## src/s5rp_pkg.sv

```systemverilog
// shared types, codes and constants of the socks5 client reply parser
// no dependencies; imported by every module of the block

package s5rp_pkg;

   // command codes of an input beat
   localparam logic [1:0] CMD_START    = 2'd0;
   localparam logic [1:0] CMD_BYTE     = 2'd1;
   localparam logic [1:0] CMD_LINK_ERR = 2'd2;

   // protocol constants
   localparam logic [7:0] SOCKS_VER       = 8'd5;
   localparam logic [7:0] METHOD_NONE     = 8'h00;
   localparam logic [7:0] METHOD_USERPASS = 8'h02;
   localparam logic [7:0] METHOD_REJECT   = 8'hff;
   localparam logic [7:0] AUTH_OK         = 8'h00;
   localparam logic [7:0] REP_MAX         = 8'd8;
   localparam logic [3:0] REP_SATURATED   = 4'd9;
   localparam logic [7:0] ATYP_IPV4       = 8'd1;
   localparam logic [7:0] ATYP_DOMAIN     = 8'd3;
   localparam logic [7:0] ATYP_IPV6       = 8'd4;
   localparam logic [8:0] ADDR_LEN_IPV4   = 9'd6;
   localparam logic [8:0] ADDR_LEN_IPV6   = 9'd18;
   localparam logic [8:0] PORT_LEN        = 9'd2;

   // configuration port
   localparam int unsigned CSR_ADDR_W    = 3;
   localparam int unsigned CSR_DATA_W    = 32;
   localparam logic        CSR_IDX_CREDS = 1'b0;

   typedef enum logic [2:0] {
      EV_NONE       = 3'd0,
      EV_SEND_CREDS = 3'd1,
      EV_SEND_CONN  = 3'd2,
      EV_DONE       = 3'd3,
      EV_ERROR      = 3'd4
   } event_type;

   typedef enum logic [2:0] {
      ERR_NONE   = 3'd0,
      ERR_PROTO  = 3'd1,
      ERR_METHOD = 3'd2,
      ERR_AUTH   = 3'd3,
      ERR_LINK   = 3'd4
   } error_type;

   typedef enum logic [2:0] {
      RC_SUCCEEDED   = 3'd0,
      RC_UNKNOWN     = 3'd1,
      RC_UNREACHABLE = 3'd2,
      RC_REFUSED     = 3'd3,
      RC_BAD_ATYP    = 3'd4
   } reply_type;

   typedef struct packed {
      event_type event_res;
      error_type error_kind;
      reply_type reply_code;
   } result_type;

   // rep is already saturated to 4 bits
   function automatic reply_type map_reply(input logic [3:0] rep);
      reply_type rc;
      unique case (rep)
         4'd0:    rc = RC_SUCCEEDED;
         4'd4:    rc = RC_UNREACHABLE;
         4'd5:    rc = RC_REFUSED;
         4'd8:    rc = RC_BAD_ATYP;
         default: rc = RC_UNKNOWN;
      endcase
      return rc;
   endfunction

endpackage

```

## src/s5rp_req_if.sv

```systemverilog
// input channel of the socks5 client reply parser: valid/ready plus command and byte
// no dependencies

interface s5rp_req_if;
   logic       valid;
   logic       ready;
   logic [1:0] cmd;
   logic [7:0] rx_byte;

   modport source (output valid, output cmd, output rx_byte, input ready);
   modport sink   (input valid, input cmd, input rx_byte, output ready);
endinterface

```

## src/s5rp_rsp_if.sv

```systemverilog
// result channel of the socks5 client reply parser: valid/ready plus event, error and reply code
// no dependencies

interface s5rp_rsp_if;
   logic       valid;
   logic       ready;
   logic [2:0] event_res;
   logic [2:0] error_kind;
   logic [2:0] reply_code;

   modport source (output valid, output event_res, output error_kind, output reply_code,
                   input ready);
   modport sink   (input valid, input event_res, input error_kind, input reply_code,
                   output ready);
endinterface

```

## src/s5rp_csr.sv

```systemverilog
// apb-style configuration register file (creds_present)
// depends on s5rp_pkg

module s5rp_csr
   import s5rp_pkg::*;
(
   input  logic                  clock,
   input  logic                  reset,
   input  logic                  psel,
   input  logic                  penable,
   input  logic                  pwrite,
   input  logic [CSR_ADDR_W-1:0] paddr,
   input  logic [CSR_DATA_W-1:0] pwdata,
   output logic [CSR_DATA_W-1:0] prdata,
   output logic                  pready,
   output logic                  creds_present
);

   logic creds_ff;
   logic wr_en;

   assign pready = 1'b1;
   assign wr_en  = psel && penable && pwrite && (paddr[2] == CSR_IDX_CREDS);

   always_ff @(posedge clock) begin
      if (reset) begin
         creds_ff <= 1'b0;
      end else if (wr_en) begin
         creds_ff <= pwdata[0];
      end
   end

   always_comb begin
      prdata = '0;
      if (paddr[2] == CSR_IDX_CREDS) begin
         prdata[0] = creds_ff;
      end
   end

   assign creds_present = creds_ff;

endmodule

```

## src/s5rp_core.sv

```systemverilog
// session state and per-beat reply checks of the socks5 client reply parser
// depends on s5rp_pkg

module s5rp_core
   import s5rp_pkg::*;
(
   input  logic       clock,
   input  logic       reset,
   input  logic       fire,
   input  logic [1:0] cmd,
   input  logic [7:0] rx_byte,
   input  logic       creds_present,
   output result_type result
);

   typedef enum logic [2:0] {
      PH_IDLE   = 3'd0,
      PH_METHOD = 3'd1,
      PH_CREDS  = 3'd2,
      PH_HEADER = 3'd3,
      PH_DOMLEN = 3'd4,
      PH_ADDR   = 3'd5
   } phase_type;

   phase_type  phase_ff, phase_in;
   logic [1:0] pos_ff, pos_in;
   logic       first_ok_ff, first_ok_in;
   logic [3:0] saved_reply_ff, saved_reply_in;
   logic [8:0] left_ff, left_in;
   logic [8:0] left_dec;
   logic       bad_method;

   always_comb begin
      phase_in       = phase_ff;
      pos_in         = pos_ff;
      first_ok_in    = first_ok_ff;
      saved_reply_in = saved_reply_ff;
      left_in        = left_ff;
      result         = '{EV_NONE, ERR_NONE, RC_SUCCEEDED};
      left_dec       = (left_ff != 9'd0) ? left_ff - 9'd1 : left_ff;
      bad_method     = creds_present ? (rx_byte != METHOD_USERPASS)
                                     : (rx_byte != METHOD_NONE);

      unique case (cmd)
         CMD_START: begin
            phase_in    = PH_METHOD;
            pos_in      = 2'd0;
            first_ok_in = 1'b0;
         end
         CMD_LINK_ERR: begin
            if (phase_ff != PH_IDLE) begin
               result.event_res  = EV_ERROR;
               result.error_kind = ERR_LINK;
               phase_in          = PH_IDLE;
               pos_in            = 2'd0;
            end
         end
         CMD_BYTE: begin
            unique case (phase_ff)
               PH_METHOD, PH_CREDS: begin
                  if (pos_ff == 2'd0) begin
                     first_ok_in = (rx_byte == SOCKS_VER);
                     pos_in      = 2'd1;
                  end else begin
                     result.event_res = EV_ERROR;
                     if (phase_ff == PH_METHOD) begin
                        priority if (!first_ok_ff) begin
                           result.error_kind = ERR_PROTO;
                        end else if (rx_byte == METHOD_REJECT) begin
                           result.error_kind = ERR_METHOD;
                        end else if (bad_method) begin
                           result.error_kind = ERR_PROTO;
                        end else begin
                           result.event_res = creds_present ? EV_SEND_CREDS : EV_SEND_CONN;
                        end
                     end else begin
                        priority if (!first_ok_ff) begin
                           result.error_kind = ERR_PROTO;
                        end else if (rx_byte != AUTH_OK) begin
                           result.error_kind = ERR_AUTH;
                        end else begin
                           result.event_res = EV_SEND_CONN;
                        end
                     end
                     pos_in = 2'd0;
                     priority case (result.event_res)
                        EV_SEND_CREDS: begin
                           phase_in    = PH_CREDS;
                           first_ok_in = 1'b0;
                        end
                        EV_SEND_CONN: begin
                           phase_in    = PH_HEADER;
                           first_ok_in = 1'b0;
                        end
                        default: phase_in = PH_IDLE;
                     endcase
                  end
               end
               PH_HEADER: begin
                  unique case (pos_ff)
                     2'd0: begin
                        first_ok_in = (rx_byte == SOCKS_VER);
                        pos_in      = 2'd1;
                     end
                     2'd1: begin
                        saved_reply_in = (rx_byte > REP_MAX) ? REP_SATURATED : rx_byte[3:0];
                        pos_in         = 2'd2;
                     end
                     2'd2: pos_in = 2'd3;
                     default: begin
                        // atyp byte closes the header
                        pos_in = 2'd0;
                        priority if (!first_ok_ff || ({4'd0, saved_reply_ff} > REP_MAX) ||
                                     (rx_byte != ATYP_IPV4 && rx_byte != ATYP_DOMAIN &&
                                      rx_byte != ATYP_IPV6)) begin
                           result.event_res  = EV_ERROR;
                           result.error_kind = ERR_PROTO;
                           phase_in          = PH_IDLE;
                        end else if (rx_byte == ATYP_DOMAIN) begin
                           phase_in = PH_DOMLEN;
                        end else begin
                           left_in  = (rx_byte == ATYP_IPV4) ? ADDR_LEN_IPV4 : ADDR_LEN_IPV6;
                           phase_in = PH_ADDR;
                        end
                     end
                  endcase
               end
               PH_DOMLEN: begin
                  // domain name plus the two port bytes
                  left_in  = {1'b0, rx_byte} + PORT_LEN;
                  phase_in = PH_ADDR;
               end
               PH_ADDR: begin
                  left_in = left_dec;
                  if (left_dec == 9'd0) begin
                     result.event_res  = EV_DONE;
                     result.reply_code = map_reply(saved_reply_ff);
                     phase_in          = PH_IDLE;
                     pos_in            = 2'd0;
                  end
               end
               default: ;
            endcase
         end
         default: ;
      endcase
   end

   always_ff @(posedge clock) begin
      if (reset) begin
         phase_ff       <= PH_IDLE;
         pos_ff         <= 2'd0;
         first_ok_ff    <= 1'b0;
         saved_reply_ff <= 4'd0;
         left_ff        <= 9'd0;
      end else if (fire) begin
         phase_ff       <= phase_in;
         pos_ff         <= pos_in;
         first_ok_ff    <= first_ok_in;
         saved_reply_ff <= saved_reply_in;
         left_ff        <= left_in;
      end
   end

   a_start_enters_method: assert property (@(posedge clock) disable iff (reset)
      fire && cmd == CMD_START |=> phase_ff == PH_METHOD && pos_ff == 2'd0)
      else $error("start beat did not open the method phase");

   a_link_err_goes_idle: assert property (@(posedge clock) disable iff (reset)
      fire && cmd == CMD_LINK_ERR |=> phase_ff == PH_IDLE)
      else $error("link error left the session busy");

   a_idle_byte_no_event: assert property (@(posedge clock) disable iff (reset)
      fire && cmd == CMD_BYTE && phase_ff == PH_IDLE |-> result.event_res == EV_NONE)
      else $error("byte while idle raised an event");

endmodule

```

## src/socks5_client_reply_parser.sv

```systemverilog
// top level of the socks5 client reply parser: input register, check logic, result register
// a result beat is registered in the result register as its input beat leaves the input register
// one beat per cycle until a result waits; then the input register holds one beat and stalls
// the session state updates as each beat moves from the input register into the result register
// reset (synchronous, active high) empties both registers, sets the session idle, creds_present 0
// depends on s5rp_pkg, s5rp_req_if, s5rp_rsp_if, s5rp_csr, s5rp_core

module socks5_client_reply_parser
   import s5rp_pkg::*;
(
   input  logic                  clock,
   input  logic                  reset,
   s5rp_req_if.sink              req_ch,
   s5rp_rsp_if.source            rsp_ch,
   input  logic                  psel,
   input  logic                  penable,
   input  logic                  pwrite,
   input  logic [CSR_ADDR_W-1:0] paddr,
   input  logic [CSR_DATA_W-1:0] pwdata,
   output logic [CSR_DATA_W-1:0] prdata,
   output logic                  pready
);

   logic       in_valid_ff;
   logic [1:0] in_cmd_ff;
   logic [7:0] in_byte_ff;
   logic       out_valid_ff;
   result_type out_res_ff;
   result_type step_res;
   logic       advance;
   logic       creds_present;

   // a beat leaves the input register when the result register is free or draining
   assign advance      = in_valid_ff && (!out_valid_ff || rsp_ch.ready);
   assign req_ch.ready = !in_valid_ff || advance;

   s5rp_csr u_csr (
      .clock         (clock),
      .reset         (reset),
      .psel          (psel),
      .penable       (penable),
      .pwrite        (pwrite),
      .paddr         (paddr),
      .pwdata        (pwdata),
      .prdata        (prdata),
      .pready        (pready),
      .creds_present (creds_present)
   );

   s5rp_core u_core (
      .clock         (clock),
      .reset         (reset),
      .fire          (advance),
      .cmd           (in_cmd_ff),
      .rx_byte       (in_byte_ff),
      .creds_present (creds_present),
      .result        (step_res)
   );

   always_ff @(posedge clock) begin
      if (reset) begin
         in_valid_ff <= 1'b0;
      end else if (req_ch.ready) begin
         in_valid_ff <= req_ch.valid;
      end
   end

   always_ff @(posedge clock) begin
      if (req_ch.ready && req_ch.valid) begin
         in_cmd_ff  <= req_ch.cmd;
         in_byte_ff <= req_ch.rx_byte;
      end
   end

   always_ff @(posedge clock) begin
      if (reset) begin
         out_valid_ff <= 1'b0;
      end else if (advance) begin
         out_valid_ff <= 1'b1;
      end else if (rsp_ch.ready) begin
         out_valid_ff <= 1'b0;
      end
   end

   always_ff @(posedge clock) begin
      if (advance) begin
         out_res_ff <= step_res;
      end
   end

   assign rsp_ch.valid      = out_valid_ff;
   assign rsp_ch.event_res  = out_res_ff.event_res;
   assign rsp_ch.error_kind = out_res_ff.error_kind;
   assign rsp_ch.reply_code = out_res_ff.reply_code;

   a_err_kind_only_on_error: assert property (@(posedge clock) disable iff (reset)
      out_valid_ff && out_res_ff.event_res != EV_ERROR |-> out_res_ff.error_kind == ERR_NONE)
      else $error("error kind set on a non-error result beat");

   a_reply_only_on_done: assert property (@(posedge clock) disable iff (reset)
      out_valid_ff && out_res_ff.event_res != EV_DONE |-> out_res_ff.reply_code == RC_SUCCEEDED)
      else $error("reply code set on a result beat that is not done");

   a_input_held_until_done: assert property (@(posedge clock) disable iff (reset)
      in_valid_ff && !advance |=> in_valid_ff && $stable(in_cmd_ff) && $stable(in_byte_ff))
      else $error("pending input beat lost before processing");

endmodule
```

## src/flat_wrapper.sv

```systemverilog
// flat-port wrapper written by rule: the top's interface ports become plain ports
module socks5_client_reply_parser_flat import s5rp_pkg::*;
  (clock, reset, psel, penable, pwrite, paddr, pwdata, prdata, pready, req_ch_valid, req_ch_cmd, req_ch_rx_byte, req_ch_ready, rsp_ch_valid, rsp_ch_event_res, rsp_ch_error_kind, rsp_ch_reply_code, rsp_ch_ready);
  s5rp_req_if req_ch_i ();
  s5rp_rsp_if rsp_ch_i ();
  input  logic clock;
  input  logic reset;
  input  logic psel;
  input  logic penable;
  input  logic pwrite;
  input  logic [CSR_ADDR_W-1:0] paddr;
  input  logic [CSR_DATA_W-1:0] pwdata;
  output logic [CSR_DATA_W-1:0] prdata;
  output logic pready;
  input wire logic [$bits(req_ch_i.valid)-1:0] req_ch_valid;
  input wire logic [$bits(req_ch_i.cmd)-1:0] req_ch_cmd;
  input wire logic [$bits(req_ch_i.rx_byte)-1:0] req_ch_rx_byte;
  output wire logic [$bits(req_ch_i.ready)-1:0] req_ch_ready;
  output wire logic [$bits(rsp_ch_i.valid)-1:0] rsp_ch_valid;
  output wire logic [$bits(rsp_ch_i.event_res)-1:0] rsp_ch_event_res;
  output wire logic [$bits(rsp_ch_i.error_kind)-1:0] rsp_ch_error_kind;
  output wire logic [$bits(rsp_ch_i.reply_code)-1:0] rsp_ch_reply_code;
  input wire logic [$bits(rsp_ch_i.ready)-1:0] rsp_ch_ready;
  assign req_ch_i.valid = req_ch_valid;
  assign req_ch_i.cmd = req_ch_cmd;
  assign req_ch_i.rx_byte = req_ch_rx_byte;
  assign req_ch_ready = req_ch_i.ready;
  assign rsp_ch_valid = rsp_ch_i.valid;
  assign rsp_ch_event_res = rsp_ch_i.event_res;
  assign rsp_ch_error_kind = rsp_ch_i.error_kind;
  assign rsp_ch_reply_code = rsp_ch_i.reply_code;
  assign rsp_ch_i.ready = rsp_ch_ready;
  socks5_client_reply_parser u_core (.clock(clock), .reset(reset), .req_ch(req_ch_i), .rsp_ch(rsp_ch_i), .psel(psel), .penable(penable), .pwrite(pwrite), .paddr(paddr), .pwdata(pwdata), .prdata(prdata), .pready(pready));
endmodule
```

## config.mk

```make
export PLATFORM = sky130hd
export DESIGN_NAME = socks5_client_reply_parser_flat
export DESIGN_NICKNAME = d
export VERILOG_FILES = /design/src/s5rp_pkg.sv /design/src/s5rp_req_if.sv /design/src/s5rp_rsp_if.sv /design/src/s5rp_csr.sv /design/src/s5rp_core.sv /design/src/socks5_client_reply_parser.sv /design/src/flat_wrapper.sv
export SDC_FILE = /design/constraint.sdc
export NUM_CORES = 1
export LEC_CHECK = 0
export BUFFER_PORTS_ARGS = -buffer_cell sky130_fd_sc_hd__clkbuf_2
export CORE_ASPECT_RATIO = 0.9
export CORE_MARGIN = 1.5
export CORE_UTILIZATION = 51
export CTS_CLUSTER_DIAMETER = 150
export DETAILED_ROUTE_END_ITERATION = 6
export GPL_TIMING_DRIVEN = 0
export PLACE_DENSITY = 0.8
export SYNTH_ARGS = -nofsm -noshare
export SYNTH_HDL_FRONTEND = slang
export SYNTH_SLANG_ARGS = --single-unit
```

## constraint.sdc

```tcl
create_clock -name clock -period 3.2 [get_ports clock]
set_input_delay 0.8 -clock clock [delete_from_list [all_inputs] [get_ports clock]]
set_output_delay 0.8 -clock clock [all_outputs]
set_load 0.1 [all_outputs]
```

==> results of run 1 <==
-- flip-flops by register name, indices dropped and copies added, names as in the netlist --
signal and flops:
u_core.rsp_ch.event_res 3, u_core.rsp_ch.error_kind 3, u_core.u_core.first_ok_ff 1, u_core.u_core.left_ff 9, u_core.in_byte_ff 8, u_core.rsp_ch.valid 1, u_core.u_csr.creds_present 1, u_core.rsp_ch.reply_code 3
u_core.u_core.phase_ff 3, u_core.in_valid_ff 1, u_core.u_core.saved_reply_ff 4, u_core.in_cmd_ff 2, u_core.u_core.pos_ff 2
-- worst min path at each step --
stage,depth (start not counted),slack (ns),endpoint
final,2,0.54,u_core.rsp_ch.valid
after global routing,2,0.56,u_core.u_core.left_ff[8]
after CTS,2,0.54,u_core.u_core.saved_reply_ff[0]
after detailed placement,2,0.53,u_core.rsp_ch.valid
after global placement,2,0.51,u_core.rsp_ch.valid
after floorplan,2,0.47,u_core.u_csr.creds_present
-- area by class of cell --
class / count / area (um2) / share of cell area
buffer: 50 / 325 / 0.0958
clock buffer: 6 / 93.8 / 0.0276
clock inverter: 2 / 16.3 / 0.00479
inverter: 13 / 48.8 / 0.0144
multi-input combinational: 268 / 1660 / 0.489
sequential: 41 / 1010 / 0.298
tap: 70 / 87.6 / 0.0258
timing repair buffer: 30 / 150 / 0.0442
-- tightest hold or removal path, cell delays in order (launching register included) --
cell and delay, ns:
sky130_fd_sc_hd__dfxtp_1 0.35, sky130_fd_sc_hd__nor2_1 0.11, sky130_fd_sc_hd__nor2_1 0.05
-- cells by family (layout without fill, tap and decap cells) --
family / after synthesis / count (layout) / share of synthesized area
and+or+nand+nor: 139 / 139 / 0.267
AOI/OAI and AO/OA: 71 / 71 / 0.161
buffers and inverters: 63 / 101 / 0.128
DFF: 41 / 41 / 0.345
adders and majority gates: 11 / 11 / 0.0469
muxes: 8 / 8 / 0.0294
xor gates and xnor gates: 7 / 7 / 0.0209
other: 2 / 32 / 0.00256
-- layer usage --
layer  vias up  GRT usage  wire length [um]
met5         -          0                 0
met4         0     0.0759                83
met3         6     0.0329               458
met2       123      0.350              3050
met1      1187      0.283              3020
li1       1288          -                 -
-- metrics by stage --
stage	setup slack, ns	total power, uW	utilization
final	0.397	1310	0.603
after global routing	0.219	1350	0.603
after CTS	0.429	1310	0.603
after detailed placement	0.0942	914	0.584
after global placement	0.228	910	0.584
after floorplan	0.265	876	-
-- where the power goes --
group | total, uW | internal (uW) | switching (uW) | leakage, uW
clock | 402 | 202 | 199 | 0.0000525
combinational | 334 | 64.7 | 269 | 0.00108
sequential | 571 | 563 | 8.43 | 0.000361
-- Yosys cell counts, types with 3 or more instances --
cell and instances:
sky130_fd_sc_hd__o211ai_1 3, sky130_fd_sc_hd__inv_1 12, sky130_fd_sc_hd__ha_1 11, sky130_fd_sc_hd__and3_1 7, sky130_fd_sc_hd__nand3_1 12, sky130_fd_sc_hd__nor3_1 10, sky130_fd_sc_hd__edfxtp_1 19, sky130_fd_sc_hd__o21ai_1 7
sky130_fd_sc_hd__buf_4 32, sky130_fd_sc_hd__clkbuf_1 14, sky130_fd_sc_hd__o2111ai_1 4, sky130_fd_sc_hd__o21ai_0 4, sky130_fd_sc_hd__nand2_1 37, sky130_fd_sc_hd__nor2b_1 8, sky130_fd_sc_hd__a21oi_1 21, sky130_fd_sc_hd__dfxtp_1 22
sky130_fd_sc_hd__a211oi_1 4, sky130_fd_sc_hd__o32ai_1 3, sky130_fd_sc_hd__o22ai_1 3, sky130_fd_sc_hd__mux2i_1 6, sky130_fd_sc_hd__a31oi_1 6, sky130_fd_sc_hd__nor2_1 33, sky130_fd_sc_hd__nand2b_1 6, sky130_fd_sc_hd__xor2_1 5
==> results by stage, run 1 <==
Status:
- The flow ran to the end, and the final reports show no timing, DRC or antenna violations.

Pwr:
- Power spread over the standard cell area amounts to 385 mW/mm2.
- The analysis attributes to cell leakage a power of 0.00149 uW.
- The highest ir drop seen on vdd is 270 uV.

Final layout:
- The total of fill cells in the finished design is 495.
- The ratio of cells with drive above 1 in the final layout is 0.220.
- The net count of the finished layout is around 470.
- The count of inserted antenna diode cells is 0.
- Compared with the post-synthesis result, the final layout area differs by 15.7%.
- With fillers left out, the area of the finished cells amounts to ~0.0034 mm2.
- The leading cell type in the layout, fill and taps excluded is sky130_fd_sc_hd__nand2_1.
- The finished layout holds 480 standard cells, fillers aside.
- Leaving out fill and tap cells, the most frequent cells in the layout are 37 x sky130_fd_sc_hd__nand2_1, 33 x sky130_fd_sc_hd__nor2_1, 32 x sky130_fd_sc_hd__buf_4, 32 x sky130_fd_sc_hd__conb_1, 30 x sky130_fd_sc_hd__clkbuf_2.

Route:
- The post-detailed-route DRC marker count is 0.
- For this block, the routed nets add up to 6610 um of wire.
- For this block, the initial DRC count from the detailed router was between 200 and 300.
- Dividing the detail-routed wire length by the instance count gives 13.8 um.
- The via density per instance is roughly 5.4.
- The routed layout has 2604 vias.
- The detailed-router iteration count before antenna repair is 5.
- The number of routed nets with antenna violations is 0.

Yosys:
- The cell taking the most area after synthesis is sky130_fd_sc_hd__edfxtp_1.
- The synthesized netlist occupies a cell area of a little under 0.003 mm2.
- The share of synthesized registers carrying an async set or reset is 0.
- The Yosys warning count is 0.
- The cell count after synthesis came out at between 300 and 400.
- Yosys mapped a number of flops with a built-in enable equal to 19.
- The synthesized design contains between 40 and 50 register bits.
- The count of unique library cells instantiated by Yosys is 61.
- The share of the Yosys chip area taken by registers is 0.345.
- The mean instance size in the synthesized netlist is 8.58 um2.
- By area the synthesized netlist is led by sky130_fd_sc_hd__edfxtp_1 19%, sky130_fd_sc_hd__dfxtp_1 15%, sky130_fd_sc_hd__buf_4 8.2%.
- The share of synthesized area in the top cell type comes to 0.194.
- In the synthesized netlist the dominant register cell turns out to be sky130_fd_sc_hd__dfxtp_1.

Hold path:
- The hold path startpoint is u_core.in_valid_ff.
- The path class of the lowest-slack min-delay path is flop to flop.

Placement:
- In this run, placement finished with an instance count of 472.
- Routability-driven placement finished with a final weighted congestion of 0.922.
- Input and output buffers added on the ports amount to 30.
- The post-place instance area is around 0.0033 mm2.
- The final HPWL from detailed placement is 5020 um.

Critical path:
- The cell depth of the worst flop-to-flop path is 8.
- Data on the critical path arrives at its endpoint at 3.00 ns.
- In this run the worst setup path terminates at u_core.u_core.pos_ff[0].
- STA classifies the critical path startpoint as a primary input.
- The critical path starts at rsp_ch_ready.
- The worst path required time is 3.40 ns.
- The cell family contributing the most delay on the critical path is compound AO/OA/AOI/OAI gates.
- The endpoint of the worst-slack reg-to-reg timing path is u_core.u_core.phase_ff[2].
- Walking the worst path, the cells encountered are clkbuf_2 -> nor2b_1 -> nor2b_1 -> o21ai_1 -> a211oi_1 -> mux2_2 -> o21a_1.
- The delay of the slowest cell on the worst path is about 0.8 ns.
- Counting stages on the worst path, the most repeated cell is sky130_fd_sc_hd__nor2b_1.
- The classification of the worst setup path is primary input to flop.
- The maximum fanout count along the critical path is 11.
- The number of buffers and inverters on the critical path is 1.
- STA classifies the critical path endpoint as a flop.
- The cell with the largest stage delay on the worst path is sky130_fd_sc_hd__nor2b_1.
- The number of cells on the critical path is 7.
- For flop-to-flop paths, the worst setup slack is 0.52 ns.
- In this run the critical register-to-register path is launched from u_core.u_core.left_ff[0].

Clocking:
- Clock tree synthesis inserted a total of 5 buffers.
- At the later pin of the worst-skew pair, clock insertion delay measures ~0.30 ns.
- Counting every sink on the clock net gives ~40.
- After clock tree synthesis, the flow added hold-fix buffers numbering 0.
- Counting along the longest clock path gives a buffer depth of 2.
- The count of cells resized by post-cts repair is 0.
- Clock-pin slew was measured on the worst setup and hold paths at roughly 0.09 ns.
- The H-tree depth reported by CTS is 2.
- The clock tree root driver cell is sky130_fd_sc_hd__clkbuf_8.
- The total setup buffers inserted after CTS is 0.
- TritonCTS built the clock tree.

Floorplan:
- The number of standard-cell rows in the floorplan is 26.
- The die covers 0.00622 mm2.
- The chip height is 75.0 um.
- The width of the chip is 83.0 um.
- The core region is 0.00563 mm2.
- The top-level port count is 96.
- For this configuration, the core starts out at a cell density of 0.521.

Timing:
- The final-report hold violation count is 0.
- Hold timing on the final database bottoms out at a slack of 0.541 ns.
- Setup violations remaining at the end of the flow were counted as 0.
- For this run, the top clock speed supported by timing is 0.357 GHz.
- The final number of max-transition violations is 0.
- The worst-case clock skew is between 0.006 and 0.007 ns.
- The pin slew with the least headroom to its limit is 0.995 ns.
- Headroom to the max-slew limit came out at 0.335.
- Setup repair after global routing left no endpoint under its margin.
- The setup TNS after final layout is 0 ns.
- Counting I/O delays and the setup requirement, the final critical path takes 2.80 ns.
- Dividing the final minimum period by the clock period gives 0.876.

Global route:
- The via count of the first global-routing pass is 2182.
- The global-route total usage across every layer is 0.210.
- The initial antenna violation count is 0.
- Entering global routing, the biggest net connects 15 pins.
- The total overflow reported by the global router is 0.
- The global-route wire length before repair is 10300 um.

Flow run:
- Across the run, the number of max-cap violations was 0.
Note: power is estimated with default switching activity, not from simulation.
==> run 2, diff against run 1 <==
--- a/config.mk
+++ b/config.mk
@@ -6,7 +6,6 @@
 export NUM_CORES = 1
 export LEC_CHECK = 0
 export BUFFER_PORTS_ARGS = -buffer_cell sky130_fd_sc_hd__clkbuf_2
-export CORE_ASPECT_RATIO = 0.9
 export CORE_MARGIN = 1.5
 export CORE_UTILIZATION = 51
 export CTS_CLUSTER_DIAMETER = 150
==> run 2 against run 1 <==
  * Routed wire length is 2.8% lower
  * Global-route usage is 0.091 points lower
  * Die area barely moved
  * Sequential cell count unchanged
  * Core utilization up 1.1 points
  * Maximum frequency is 1.0% higher
  * Non-clock buffer count unchanged
  * Via count down 0.38%
  * Critical path type unchanged
==> results by stage, run 2 (synthesized netlist as in run 1, its figures left out) <==
Floorplan:
- The width of the chip was 78.9 um (-4.9%).
- The full die area came to 0.00622 mm2 (about the same).
- The initial cell density of the core is 0.530 (+0.00824).
- The core outline area is 0.00554 mm2 (-1.6%).
- The number of standard-cell rows in the floorplan was 27 (+3.8%).
- The top-level port count is 96 (unchanged).
- The chip height was 78.9 um (+5.2%).

Timing:
- The pin slew with the least headroom to its limit came to 0.954 ns (-0.0414 ns).
- The final-report hold violation count is 0 (unchanged).
- The worst-case clock skew came to 0.00812 ns (+0.00131 ns).
- The maximum clock frequency is 0.360 GHz (+1.0%).
- The number of setup violations in the final report is 0 (unchanged).
- The final critical delay including setup and external delays is 2.77 ns (-0.0278 ns).
- The max-slew headroom at the worst pin came to 0.363 (+0.0276).
- Setup repair after global routing left no endpoint under its margin.
- The final number of max-transition violations is 0 (unchanged).
- The setup TNS after final layout came to 0 ns (unchanged).
- The fraction of the cycle the final worst path needs is 0.867 (-0.00870).

Route:
- The post-detailed-route DRC marker count is 0 (unchanged).
- The number of routed nets with antenna violations is 0 (unchanged).
- The via density per instance is 5.38 (-0.80%).
- The number of vias in the routed layout is 2594 (-0.38%).
- The number of DRC markers after the initial detailed-route iteration is 266 (+5.1%).
- The detailed-router iteration count before antenna repair is 5 (unchanged).
- The average wire per standard cell is 13.3 um (-3.2%).
- The final routed wirelength across all metal layers is 6420 um (-2.8%).

Critical path:
- The maximum fanout count along the critical path is 11 (unchanged).
- The nature of the critical path endpoint is a flop.
- The worst path required time is 3.39 ns (about the same).
- The endpoint of the worst-slack reg-to-reg timing path is u_core.u_core.phase_ff[2].
- The startpoint identified for the worst register-to-register timing path is u_core.u_core.left_ff[0].
- The critical path is of the primary input to flop type.
- The cell depth of the worst flop-to-flop path is 8 (unchanged).
- STA classifies the critical path startpoint as a primary input.
- The worst path arrival time is 2.96 ns (-0.04 ns).
- The worst reg-to-reg setup slack is 0.50 ns (-0.02 ns).

Clocking:
- The total setup buffers inserted after CTS came to 0 (unchanged).
- The clock tree root driver cell is sky130_fd_sc_hd__clkbuf_8.
- The clock buffer count from CTS is 5 (unchanged).
- The count of cells resized by post-cts repair is 0 (unchanged).
- The latest clock arrival within the worst-skew pair is 0.29 ns (about the same).
- TritonCTS built the clock tree.
- The clock net sink count is 41 (unchanged).
- The post-cts hold buffer count is 0 (unchanged).
- The H-tree depth reported by CTS is 2 (unchanged).
- The maximum clock path buffer count is 2 (unchanged).
- The clock transition at the registers of the reported paths is 0.08 ns (about the same).

Placement:
- The placer congestion estimate is 0.978 (+6.0%).
- The final HPWL from detailed placement was 4930 um (-1.8%).
- The count of buffers from port buffering came to 30 (unchanged).

Final layout:
- The largest registers in the layout are u_core.u_core.left_ff x9, u_core.in_byte_ff x8, u_core.u_core.saved_reply_ff x4.
- Relative to the synthesized area, the layout overhead comes to 15.9%.
- The count of inserted antenna diode cells is 0 (unchanged).
- The number of flip-flops in the largest register is 9 (unchanged).
- The register with the most flip-flops in the final layout is u_core.u_core.left_ff.
- The ratio of cells with drive above 1 in the final layout is 0.220 (unchanged).
- In the layout the commonest cells are 37 x sky130_fd_sc_hd__nand2_1, 33 x sky130_fd_sc_hd__nor2_1, 32 x sky130_fd_sc_hd__buf_4, 32 x sky130_fd_sc_hd__conb_1, 30 x sky130_fd_sc_hd__clkbuf_2.
- The library cell used most frequently in the layout, excluding fill and tap cells, is sky130_fd_sc_hd__nand2_1.
- The final net count came to 472 (unchanged).

Global route:
- The global-route wire length before repair was 10200 um (-1.3%).
- The total overflow reported by the global router came to 0 (unchanged).
- The maximum number of pins on one net before global-route repair is 14 (-1).
- The via count of the first global-routing pass was 2253 (+3.3%).
- The initial antenna violation count is 0 (unchanged).
- The global-route total usage across every layer is 0.209 (-0.000908).

Flow run:
- The number of maximum-capacitance constraint violations came to 0 (unchanged).

Pwr:
- The highest ir drop seen on vdd is 366 uV (+36%).
- The total power density per cell area came to 384 mW/mm2 (-0.15%).
- The overall power after layout is 1310 uW (about the same).
- The reported leakage power is 0.00149 uW (+0.21%).

Hold path:
- The path class of the lowest-slack min-delay path is flop to flop.
- The hold-critical path depth was 2 (unchanged).
- The worst hold path endpoint is u_core.rsp_ch.valid.
- The hold path startpoint is u_core.in_valid_ff.

Status:
- The flow ran to the end, and the final reports show no timing, DRC or antenna violations.
[run 2: power breakdown]
| group | switching [uW] | internal (uW) | total, uW | leakage [uW] |
|---|---|---|---|---|
| clock network | 182 | 222 | 404 | 0.0000556 |
| logic | 268 | 64.5 | 332 | 0.00108 |
| registers | 8.55 | 563 | 572 | 0.000361 |
[run 2: metal layers]
metal  wire length, um  vias up  global-route usage  part of all wire
li1                  -     1290                   -                 -
met1              2750     1200               0.271              0.43
met2              3200       99               0.366              0.50
met3               418        5              0.0253             0.065
met4                63        0              0.0632            0.0098
met5                 0        -                   0                 0
[run 2: worst max-delay path by stage]
stage                       from                      end  cells past startpoint
floorplan               paddr[2]                prdata[0]                      1
global placement    rsp_ch_ready  u_core.u_core.pos_ff[0]                      7
CTS                 rsp_ch_ready  u_core.u_core.pos_ff[0]                      7
detailed placement  rsp_ch_ready  u_core.u_core.pos_ff[0]                      7
global route        rsp_ch_ready  u_core.u_core.pos_ff[0]                      7
finish              rsp_ch_ready  u_core.u_core.pos_ff[0]                      7
[run 2: metrics by stage]
stage               instance area [um2]   util  setup WS, ns  std cells  hold WS [ns]
detailed placement                 3290  0.593         0.152        474         0.520
finish                             3400  0.614         0.425        482         0.536
CTS                                3400  0.614         0.456        482         0.538
global route                       3400  0.614         0.298        482         0.552
floorplan                          3050      -         0.265        372         0.469
global placement                   3290  0.593         0.151        474         0.518
[run 2: area by class of cell]
class                           count  area, um2
Buffer                             50        325
Fill cell                         507       2140
Clock inverter                      1       7.51
Clock buffer                        7        108
Timing Repair Buffer               30        150
Sequential cell                    41       1010
Inverter                           13       48.8
Tap cell                           72       90.1
Multi-Input combinational cell    268       1660
[run 2: critical path, stage by stage]
cell                       delay, ns
sky130_fd_sc_hd__clkbuf_2       0.08
sky130_fd_sc_hd__nor2b_1        0.07
sky130_fd_sc_hd__nor2b_1        0.75
sky130_fd_sc_hd__o21ai_1        0.22
sky130_fd_sc_hd__a211oi_1       0.48
sky130_fd_sc_hd__mux2_2         0.39
sky130_fd_sc_hd__o21a_1         0.18
